### src/hw/rtl/pkcs1chk_pkg.sv
// types, constants and the digest prefix table of the signature padding checker
package pkcs1chk_pkg;

  // default sizes, handed down from the top level
  localparam int DEF_MAX_BLOCK_BYTES = 1024;
  localparam int DEF_MAX_HASH_BYTES  = 64;

  // field widths
  localparam int LEN_W      = 11;
  localparam int HLEN_W     = 7;
  localparam int HIDX_IN_W  = 6;
  localparam int COUNT_W    = 10;
  localparam int STATUS_W   = 2;
  localparam int CFG_IDX_W  = 2;

  localparam int MIN_BLOCK_BYTES = 16;
  localparam logic [COUNT_W-1:0] COUNT_MAX = 10'd1023;

  // sha-1 digest info layout
  localparam int SHA1_PREFIX_LEN = 15;
  localparam int SHA1_DIGEST_LEN = 20;
  localparam int SHA1_PAYLOAD    = SHA1_PREFIX_LEN + SHA1_DIGEST_LEN;

  // largest payload length that can come with a good or mismatch status
  localparam int GOOD_LENGTH_MAX = (1 << HLEN_W) - 1;

  // queue between front and back
  localparam int QUEUE_DEPTH = 4;
  localparam int QPTR_W      = $clog2(QUEUE_DEPTH);

  // block byte values
  localparam logic [7:0] HDR_BYTE0 = 8'h00;
  localparam logic [7:0] HDR_BYTE1 = 8'h01;
  localparam logic [7:0] PAD_BYTE  = 8'hFF;
  localparam logic [7:0] SEP_BYTE  = 8'h00;

  // result codes
  localparam logic [STATUS_W-1:0] STATUS_GOOD     = 2'd0;
  localparam logic [STATUS_W-1:0] STATUS_BAD_PAD  = 2'd1;
  localparam logic [STATUS_W-1:0] STATUS_MISMATCH = 2'd2;

  typedef enum logic [CFG_IDX_W-1:0] {
    REG_BLOCK_LENGTH = 2'd0,
    REG_HASH_KIND    = 2'd1,
    REG_HASH_LENGTH  = 2'd2
  } cfg_reg_t;

  typedef enum logic {
    OP_LOAD_HASH  = 1'b0,
    OP_BLOCK_BYTE = 1'b1
  } opcode_t;

  typedef enum logic [1:0] {
    PH_HEADER  = 2'd0,
    PH_PAD     = 2'd1,
    PH_PAYLOAD = 2'd2
  } phase_t;

  typedef struct packed {
    logic [LEN_W-1:0]  block_length;
    logic              hash_kind;
    logic [HLEN_W-1:0] hash_length;
  } cfg_t;

  typedef struct packed {
    opcode_t              op;
    logic [7:0]           data;
    logic [HIDX_IN_W-1:0] hash_index;
  } item_t;

  // sha-1 digest info prefix, one byte per position
  function automatic logic [7:0] digest_info_byte(input logic [3:0] k);
    logic [7:0] b;
    unique case (k)
      4'd0:    b = 8'h30;
      4'd1:    b = 8'h21;
      4'd2:    b = 8'h30;
      4'd3:    b = 8'h09;
      4'd4:    b = 8'h06;
      4'd5:    b = 8'h05;
      4'd6:    b = 8'h2B;
      4'd7:    b = 8'h0E;
      4'd8:    b = 8'h03;
      4'd9:    b = 8'h02;
      4'd10:   b = 8'h1A;
      4'd11:   b = 8'h05;
      4'd12:   b = 8'h00;
      4'd13:   b = 8'h04;
      4'd14:   b = 8'h14;
      default: b = 8'h00;
    endcase
    return b;
  endfunction

endpackage

### src/hw/rtl/pkcs1chk_back.sv
// back end: hash store, padding parser, digest compare and result register
module pkcs1chk_back import pkcs1chk_pkg::*; #(
  parameter int MAX_BLOCK_BYTES = DEF_MAX_BLOCK_BYTES,
  parameter int MAX_HASH_BYTES  = DEF_MAX_HASH_BYTES
) (
  input  logic                clk,
  input  logic                rst,
  input  cfg_t                cfg,
  input  logic                q_empty,
  input  item_t               q_head,
  output logic                q_pop,
  output logic                out_valid,
  input  logic                out_stall,
  output logic [STATUS_W-1:0] status,
  output logic [COUNT_W-1:0]  payload_length
);

  localparam int POS_W  = $clog2(MAX_BLOCK_BYTES);
  localparam int CMP_W  = (POS_W + 1 > LEN_W) ? POS_W + 1 : LEN_W;
  localparam int HIDX_W = $clog2(MAX_HASH_BYTES);

  // parser state
  logic [POS_W-1:0]   byte_position, byte_position_next;
  phase_t             phase, phase_next;
  logic               padding_bad, padding_bad_next;
  logic [COUNT_W-1:0] payload_count, payload_count_next;

  logic [7:0] hash_store [MAX_HASH_BYTES];

  // compare stage
  logic               s2_valid;
  logic               s2_last;
  logic [7:0]         s2_data;
  logic               s2_cmp;
  logic               s2_early_mis;
  logic               s2_good;
  logic [COUNT_W-1:0] s2_plen;
  logic [7:0]         rd_data;
  logic               mis_acc;

  // parser wires
  logic               back_en;
  logic               blk;
  logic               len_bad;
  logic [CMP_W-1:0]   bl_ext;
  logic [CMP_W-1:0]   leff;
  logic               last;
  logic               pb_upd;
  phase_t             phase_upd;
  logic [COUNT_W-1:0] count_upd;
  logic [COUNT_W-1:0] need;
  logic               good;
  logic               cmp;
  logic               pre_mis;
  logic               force_mis;
  logic [HIDX_W-1:0]  rd_addr;
  logic [7:0]         data;

  // compare wires
  logic byte_mis;
  logic mis_total;

  // the whole back end holds while a finished result waits
  assign back_en = !(out_valid && out_stall);
  assign q_pop   = back_en && !q_empty;
  assign blk     = q_pop && (q_head.op == OP_BLOCK_BYTE);
  assign data    = q_head.data;

  // block length check and last-byte detection
  always_comb begin
    bl_ext  = CMP_W'(cfg.block_length);
    len_bad = (bl_ext < CMP_W'(MIN_BLOCK_BYTES)) || (bl_ext > CMP_W'(MAX_BLOCK_BYTES));
    if (bl_ext < CMP_W'(MIN_BLOCK_BYTES)) begin
      leff = CMP_W'(MIN_BLOCK_BYTES);
    end else if (bl_ext > CMP_W'(MAX_BLOCK_BYTES)) begin
      leff = CMP_W'(MAX_BLOCK_BYTES);
    end else begin
      leff = bl_ext;
    end
    last = (CMP_W'(byte_position) + 1'b1) >= leff;
    need = cfg.hash_kind ? COUNT_W'(SHA1_PAYLOAD) : COUNT_W'(cfg.hash_length);
  end

  // padding parser, next state
  always_comb begin
    pb_upd    = padding_bad;
    phase_upd = phase;
    count_upd = payload_count;
    cmp       = 1'b0;
    pre_mis   = 1'b0;
    force_mis = 1'b0;
    rd_addr   = '0;
    if (!padding_bad) begin
      unique case (phase)
        PH_HEADER: begin
          if (byte_position == '0) begin
            if (data != HDR_BYTE0) pb_upd = 1'b1;
          end else begin
            if (data != HDR_BYTE1) pb_upd = 1'b1;
            phase_upd = PH_PAD;
          end
          if (last) pb_upd = 1'b1;
        end
        PH_PAD: begin
          if (data == SEP_BYTE && !last) begin
            phase_upd = PH_PAYLOAD;
            count_upd = '0;
          end else if (data != PAD_BYTE || last) begin
            pb_upd = 1'b1;
          end
        end
        PH_PAYLOAD: begin
          // prefix bytes against the table, digest bytes against the store
          if (cfg.hash_kind) begin
            if (payload_count < COUNT_W'(SHA1_PREFIX_LEN)) begin
              pre_mis = (data != digest_info_byte(payload_count[3:0]));
            end else if (payload_count < COUNT_W'(SHA1_PAYLOAD)) begin
              cmp     = 1'b1;
              rd_addr = HIDX_W'(payload_count - COUNT_W'(SHA1_PREFIX_LEN));
            end
          end else if (payload_count < COUNT_W'(cfg.hash_length)) begin
            if (payload_count >= COUNT_W'(MAX_HASH_BYTES)) begin
              force_mis = 1'b1;
            end else begin
              cmp     = 1'b1;
              rd_addr = HIDX_W'(payload_count);
            end
          end
          if (payload_count < COUNT_MAX) count_upd = payload_count + 1'b1;
        end
        default: phase_upd = phase;
      endcase
    end

    good = !len_bad && !pb_upd && (phase_upd == PH_PAYLOAD) && (count_upd == need);

    byte_position_next = byte_position;
    phase_next         = phase;
    padding_bad_next   = padding_bad;
    payload_count_next = payload_count;
    if (blk) begin
      if (last) begin
        byte_position_next = '0;
        phase_next         = PH_HEADER;
        padding_bad_next   = 1'b0;
        payload_count_next = '0;
      end else begin
        byte_position_next = byte_position + 1'b1;
        phase_next         = phase_upd;
        padding_bad_next   = pb_upd;
        payload_count_next = count_upd;
      end
    end
  end

  // parser state register
  always_ff @(posedge clk) begin
    if (rst) begin
      byte_position <= '0;
      phase         <= PH_HEADER;
      padding_bad   <= 1'b0;
      payload_count <= '0;
    end else begin
      byte_position <= byte_position_next;
      phase         <= phase_next;
      padding_bad   <= padding_bad_next;
      payload_count <= payload_count_next;
    end
  end

  // hash store: loads write, digest bytes read into the compare stage
  always_ff @(posedge clk) begin
    if (q_pop && q_head.op == OP_LOAD_HASH) begin
      hash_store[HIDX_W'(q_head.hash_index)] <= q_head.data;
    end
    if (blk && cmp) begin
      rd_data <= hash_store[rd_addr];
    end
  end

  // compare stage register
  always_ff @(posedge clk) begin
    if (rst) begin
      s2_valid <= 1'b0;
    end else if (back_en) begin
      s2_valid <= blk;
    end
  end

  always_ff @(posedge clk) begin
    if (back_en) begin
      s2_last      <= last;
      s2_data      <= data;
      s2_cmp       <= cmp;
      s2_early_mis <= pre_mis || force_mis;
      s2_good      <= good;
      s2_plen      <= count_upd;
    end
  end

  // digest compare and mismatch accumulation
  assign byte_mis  = s2_early_mis || (s2_cmp && (s2_data != rd_data));
  assign mis_total = mis_acc || byte_mis;

  always_ff @(posedge clk) begin
    if (rst) begin
      mis_acc   <= 1'b0;
      out_valid <= 1'b0;
    end else if (back_en) begin
      out_valid <= s2_valid && s2_last;
      if (s2_valid) mis_acc <= s2_last ? 1'b0 : mis_total;
    end
  end

  // result register
  always_ff @(posedge clk) begin
    if (back_en && s2_valid && s2_last) begin
      if (s2_good) begin
        status         <= mis_total ? STATUS_MISMATCH : STATUS_GOOD;
        payload_length <= s2_plen;
      end else begin
        status         <= STATUS_BAD_PAD;
        payload_length <= '0;
      end
    end
  end

endmodule

### config.mk
export PLATFORM = sky130hd
export DESIGN_NAME = pkcs1chk_back
export DESIGN_NICKNAME = d
export VERILOG_FILES = /design/src/hw/rtl/pkcs1chk_pkg.sv /design/src/hw/rtl/pkcs1chk_back.sv
export SDC_FILE = /design/constraint.sdc
export NUM_CORES = 1
export LEC_CHECK = 0
export BUFFER_PORTS_ARGS = -buffer_cell sky130_fd_sc_hd__buf_4
export CORE_ASPECT_RATIO = 2
export CORE_MARGIN = 2
export CORE_UTILIZATION = 35
export DETAILED_ROUTE_END_ITERATION = 16
export RECOVER_POWER = 50
export SYNTH_ARGS = -nofsm -noshare
export SYNTH_HDL_FRONTEND = slang
export SYNTH_SLANG_ARGS = --single-unit
### constraint.sdc
create_clock -name clk -period 5.3 [get_ports clk]
set_input_delay 0.795 -clock clk [delete_from_list [all_inputs] [get_ports clk]]
set_output_delay 0.795 -clock clk [all_outputs]
set_load 0.05 [all_outputs]
==> results.cfg, run 1 <==
[run_status]
status = finished, violations left
violations = max-capacitance violations, max-slew violations

[power]
peakVddDrop_mv = 0.266
pwr-share-comb_pct = 2.4
clock_power_share_pct = 41.8
switching_share_pct = 21.0
p_leak_nw = 9.49
p_seq_share_pct = 55.8
power.switching_mw = 1.92
p_int_mw = 7.21
power_density_nw_per_um2 = 326

[timing]
setup_violations = 0
worst_pin_slew_ps = 3440
fin_crit_ps = 4590
fin_skew_ps = 28.6
worst_slack_ps = 710
hold_viol_final = 0
drv_slew = 435
max_freq_ghz = 0.218
finalCritPeriodShare_pct = 86.6
finalSetupTns_ps = 0
relSlewSlack_pct = -130
rsz0062_at_grt = no

[yosys]
synth-main-ff-cell = edfxtp_1
synth_area_leader_cell = edfxtp_1
syn-num-nets = 1962
synthArstFlopShare_pct = 0
ys_ff_latch = 586
synth_edf_count = 554
synthMuxAreaShare_pct = 4.74
synth-seq-area-share_pct = 69.6
synth.avg_cell_area_um2 = 13.1
ys_warn_count = 0
syn_area_um2 = 24800
yosysTopAreaCellShare_pct = 67.0
synth_compound_area_share_pct = 6.91
synth.most_common_cell = edfxtp_1
synth_cell_types = 80
synth-xor-area-share_pct = 1.16
synth-adder-area-share_pct = 1.41
yosys.area_share.simple_pct = 13.8
synth_cells = 1896
synthTopCellsByArea = edfxtp_1 (67%), nand2_1 (5.5%), mux2i_1 (4.5%)
synth_top_family_by_area = simple AND/OR/NAND/NOR gates
synthTopCellsByCount = edfxtp_1 (554), nand2_1 (361), nand3_1 (129)

[worst_hold_path]
holdCritStartpoint = out_stall
hold_path.class = input pin to register

[final_layout]
layout.nets = 2020
drive_gt1_share_pct = 8.37
syn2layout_area_growth_pct = 12.8
diodes = 0

[routing]
wl_met3_um = 4270
viasPerCell = 5.48
wl_met1_um = 28600
wl_per_cell_um = 23.1
top_layer = met4
drt_iter0_markers = 1468
drc_errors = 0
drt-total-wl_um = 67200
ant_nets = 0
vias = 15900
wl_met2_um = 31600
dr.pass1.iters = 7

[worst_setup_path]
required_ps = 5670
critPathLaunch = cfg[16]
cp.arrival_ps = 4960
cp_max_fo = 6
startpoint_type = input pin
cp-end-kind = register
crit_type = input pin to register
rr_startpoint = payload_count[5]

[run]
drv_cap = 9

[placement]
gp_congestion = 0.893
io_buffer_count = 51
dp_hpwl_um = 43900
pre_cts_ws_ps = 151

[clocking]
ctsHoldBuffers = 0
cts_setup_buffers = 0
tritoncts = done
clkLatencyLatePin_ps = 630
cts-resized-gates = 0
cts_sinks = 586
clockBufferDepth = 3
root_buffer = clkbuf_16
cts_made_buffers = 54
cts.clk_slew.worst_paths_ps = 60
htree_levels = 2

[floorplan]
initial_core_util_pct = 35.2
core_area_um2 = 70400
fp.dieW_um = 192
die_area_um2 = 73200
io_pins = 52
num_rows = 138
die_h_um = 381

[grt]
gr-total-overflow = 0
grt_usage_pct = 18.4
antenna_found_initial = 2
grt_pass1_wl_um = 100000
grt_max_degree = 66
grt_pass1_vias = 15200
[final timing paths]
kind / slack (ps) / end / cells past startpoint
setup / recovery: 710 / s2_good / 15
hold / removal: 470 / s2_valid / 3
setup reg to reg: 950 / rd_data[2] / 10
hold reg to reg: 490 / byte_position[1] / 2
[worst max-delay path, cell delays in order]
cell       delay (ps)
buf_4             110
or4_1             510
nor3_1            290
nor2_1            170
and2_1            190
ha_1              260
nand2b_1          140
a211o_1           290
a31oi_1           330
nand3_1           220
a2111oi_0         440
o22ai_1           170
a2111oi_0         440
nand3_1           170
a2111oi_0         430
[sequential cells by signal, indices dropped and copies added (netlist names), named ones only]
signal / flops
s2_early_mis: 1
s2_valid: 1
s2_cmp: 1
status: 2
mis_acc: 1
s2_plen: 10
payload_length: 10
s2_data: 8
payload_count: 10
out_valid: 1
hash_store: 512
padding_bad: 1
byte_position: 10
s2_last: 1
s2_good: 1
rd_data: 8
phase: 2
[cell families after synthesis]
| group | Yosys count |
|---|---|
| buf+inv | 129 |
| simple gates | 764 |
| compound gates | 241 |
| mux | 115 |
| flops | 586 |
| fa+ha+maj | 28 |
| xor+xnor | 33 |
[final cells by class]
class,count,area [µm²]
Fill cell,6681,42500
Sequential cell,586,17300
Multi-Input combinational cell,1181,7000
Clock buffer,66,1400
Tap cell,910,1140
Timing Repair Buffer,102,776
Clock inverter,32,297
Inverter,29,109
[power groups by stage]
stage               Combinational [mW]  Sequential, mW  Clock [mW]
global placement                 0.226            5.18           0
CTS                              0.229            5.08        3.87
finish                           0.218            5.09        3.82
floorplan                       0.0756            5.18           0
detailed placement               0.229            5.18           0
global route                     0.239            5.09        4.04
[cells in the final DEF, fill, tap and decap left out, types with 10 or more instances in the layout]
| cell type | n |
|---|---|
| o21ai_0 | 35 |
| a32o_1 | 10 |
| a32oi_1 | 24 |
| nand2_1 | 361 |
| nand4_1 | 30 |
| nor3_1 | 17 |
| dfxtp_1 | 32 |
| a21oi_1 | 53 |
| nand3_1 | 129 |
| a22oi_1 | 13 |
| ha_1 | 28 |
| clkinv_1 | 10 |
| nor2_1 | 127 |
| clkbuf_1 | 46 |
| and3_1 | 16 |
| buf_12 | 11 |
| nor4_1 | 11 |
| edfxtp_1 | 554 |
| a31oi_1 | 21 |
| xnor2_1 | 17 |
| or3_1 | 12 |
| mux2i_1 | 112 |
| buf_4 | 57 |
| xor2_1 | 16 |
| clkinv_2 | 11 |
| inv_1 | 27 |
| clkbuf_16 | 54 |
| and2_1 | 11 |
[metal layers]
layer  up-vias  global-route usage [%]
met4         0                    6.93
met3       122                    3.06
met2       606                    28.9
met1      7958                    25.6
met5         -                       0
li1       7229                       -
[stage by stage]
step	util [%]	cells	instance area (µm²)	total power, mW	hold slack (ps)
global placement	37.5	2808	26400	5.41	483
global route	39.7	2906	28000	9.37	464
floorplan	-	1896	24800	5.26	462
detailed placement	37.5	2808	26400	5.41	483
finish	39.7	2906	28000	9.13	467
CTS	39.9	2906	28100	9.18	445
Note: power is estimated with default switching activity, not from simulation.
==> run 2, diff against run 1 <==
--- a/config.mk
+++ b/config.mk
@@ -9,8 +9,9 @@
 export CORE_ASPECT_RATIO = 2
 export CORE_MARGIN = 2
 export CORE_UTILIZATION = 35
+export CTS_CLUSTER_SIZE = 14
 export DETAILED_ROUTE_END_ITERATION = 16
-export RECOVER_POWER = 50
+export SLEW_MARGIN = 5
 export SYNTH_ARGS = -nofsm -noshare
 export SYNTH_HDL_FRONTEND = slang
 export SYNTH_SLANG_ARGS = --single-unit
==> results.cfg, run 2 (same netlist as run 1, synthesis figures left out) <==
[run_status]
status = finished clean

[final_layout]
top_register = hash_store
layout_common_cells = edfxtp_1 (554), nand2_1 (361), nand3_1 (129)
drive_gt1_share_pct = 9.92
mostFrequentLayoutCell = edfxtp_1
syn2layout_area_growth_pct = 13.4
layout.nets = 2020
final_cells = 2905
diodes = 0
final_area_um2 = 28200
largest_reg_flops = 512
fillers = 6642

[clocking]
clkLatencyLatePin_ps = 630
cts.clk_slew.worst_paths_ps = 60
cts_made_buffers = 54
clockBufferDepth = 3
ctsHoldBuffers = 0
cts_setup_buffers = 0
htree_levels = 2
tritoncts = done
root_buffer = clkbuf_16
cts-resized-gates = 0
cts_sinks = 586

[grt]
grt_pass1_wl_um = 100000
gr-total-overflow = 0
grt_usage_pct = 18.4
grt_max_degree = 66
antenna_found_initial = 0
grt_pass1_vias = 15200

[routing]
vias = 15900
wl_per_cell_um = 23.2
drt-total-wl_um = 67400
viasPerCell = 5.49
drt_iter0_markers = 1520
drc_errors = 0
ant_nets = 0
dr.pass1.iters = 7

[timing]
whs_ps = 468
max_freq_ghz = 0.218
finalCritPeriodShare_pct = 86.5
hold_viol_final = 0
setup_violations = 0
finalSetupTns_ps = 0
worst_pin_slew_ps = 1140
fin_crit_ps = 4580
rsz0062_at_grt = no
fin_skew_ps = 25.6
drv_slew = 0
relSlewSlack_pct = 23.9

[floorplan]
die_area_um2 = 73200
io_pins = 52
fp.dieW_um = 192
die_h_um = 381
core_area_um2 = 70400
num_rows = 138
initial_core_util_pct = 35.2

[placement]
dp.cells = 2808
dp_hpwl_um = 43900
gp_congestion = 0.893
postPlaceCellArea_um2 = 26400
io_buffer_count = 51

[power]
switching_share_pct = 20.7
power_density_nw_per_um2 = 327
clock_power_share_pct = 42.3
power.switching_mw = 1.91
pwr-share-comb_pct = 2.5
p_leak_nw = 9.65
total_power_mw = 9.21
p_int_mw = 7.30
p_seq_share_pct = 55.2
peakVddDrop_mv = 0.269

[worst_setup_path]
cp_max_fo = 6
cp_slowest_cell = or4_1
ff2ff_setup_slack_ps = 980
rr_startpoint = payload_count[5]
crit_type = input pin to register
crit_chain = buf_4 -> or4_1 -> nor3_1 -> nor2_1 -> and2_1 -> ha_1 -> nand2b_1 -> a211o_1 -> a31oi_1 -> nand3_1 -> a2111oi_0 -> o22ai_1 -> a2111oi_0 -> nand3_1 -> a2111oi_0
cpPeakStageDelay_ps = 510
cpMostUsedCell = a2111oi_0
critPathLaunch = cfg[16]
cp-end-kind = register
crit_end = s2_good
required_ps = 5670
rr_endpoint = rd_data[2]
cp.arrival_ps = 4950
r2r_cells = 10
startpoint_type = input pin

[worst_hold_path]
hold_path.class = input pin to register
min_delay_path_depth = 3

[run]
drv_cap = 0
==> run 2: changes by cell type in the layout (fill, tap and decap cells not counted), sizes merged <==
cell and delta:
buf +34, clkinvlp -3, bufinv +2, inv -1, clkinv -1, clkbuf -32
==> run 2: area by class of cell <==
type                       count  area [µm²]  share of cell area, %
clock buffer                  68        1400                   4.99
clock inverter                29         324                   1.15
inverter                      29         109                  0.387
multi-input combinational   1181        7000                   24.9
sequential                   586       17300                   61.4
tap                          910        1140                   4.04
timing repair buffer         102         903                   3.21
==> run 2: routing by layer <==
metal / share of wire (%) / global-route usage [%] / vias up
li1: - / - / 7223
met3: 6.4 / 3.06 / 130
met5: 0 / 0 / -
met1: 43 / 25.5 / 7984
met4: 4.0 / 6.94 / 0
met2: 47 / 29.0 / 598
==> run 2: worst min-delay path by stage <==
stage,slack [ps],endpoint,start
4_1_cts,450,s2_valid,out_stall
5_1_grt,460,s2_valid,out_stall
3_3_place_gp,480,byte_position[1],byte_position[1]
3_5_place_dp,480,byte_position[1],byte_position[1]
2_1_floorplan,460,byte_position[1],byte_position[1]
6_report,470,s2_valid,out_stall
==> run 2: stage by stage <==
stage	util (%)	setup slack, ps
after floorplan	-	656
after global placement	37.5	173
after detailed placement	37.5	151
after CTS	40.0	749
after global routing	40.0	142
final	40.0	717
==> run 2: critical path, delay by kind of cell <==
kind	cells	cell delay (ps)
buffers and inverters	1	110
AO/OA/AOI/OAI	6	2090
AND/OR/NAND/NOR	7	1690
adder cells (fa/ha/maj)	1	260
==> run 2: power groups by stage <==
stage	Sequential, mW	Clock (mW)	Combinational (mW)
6_report	5.08	3.90	0.227
5_1_grt	5.08	4.13	0.246
4_1_cts	5.08	3.95	0.229
3_5_place_dp	5.18	0	0.229
3_3_place_gp	5.18	0	0.226
2_1_floorplan	5.18	0	0.0756
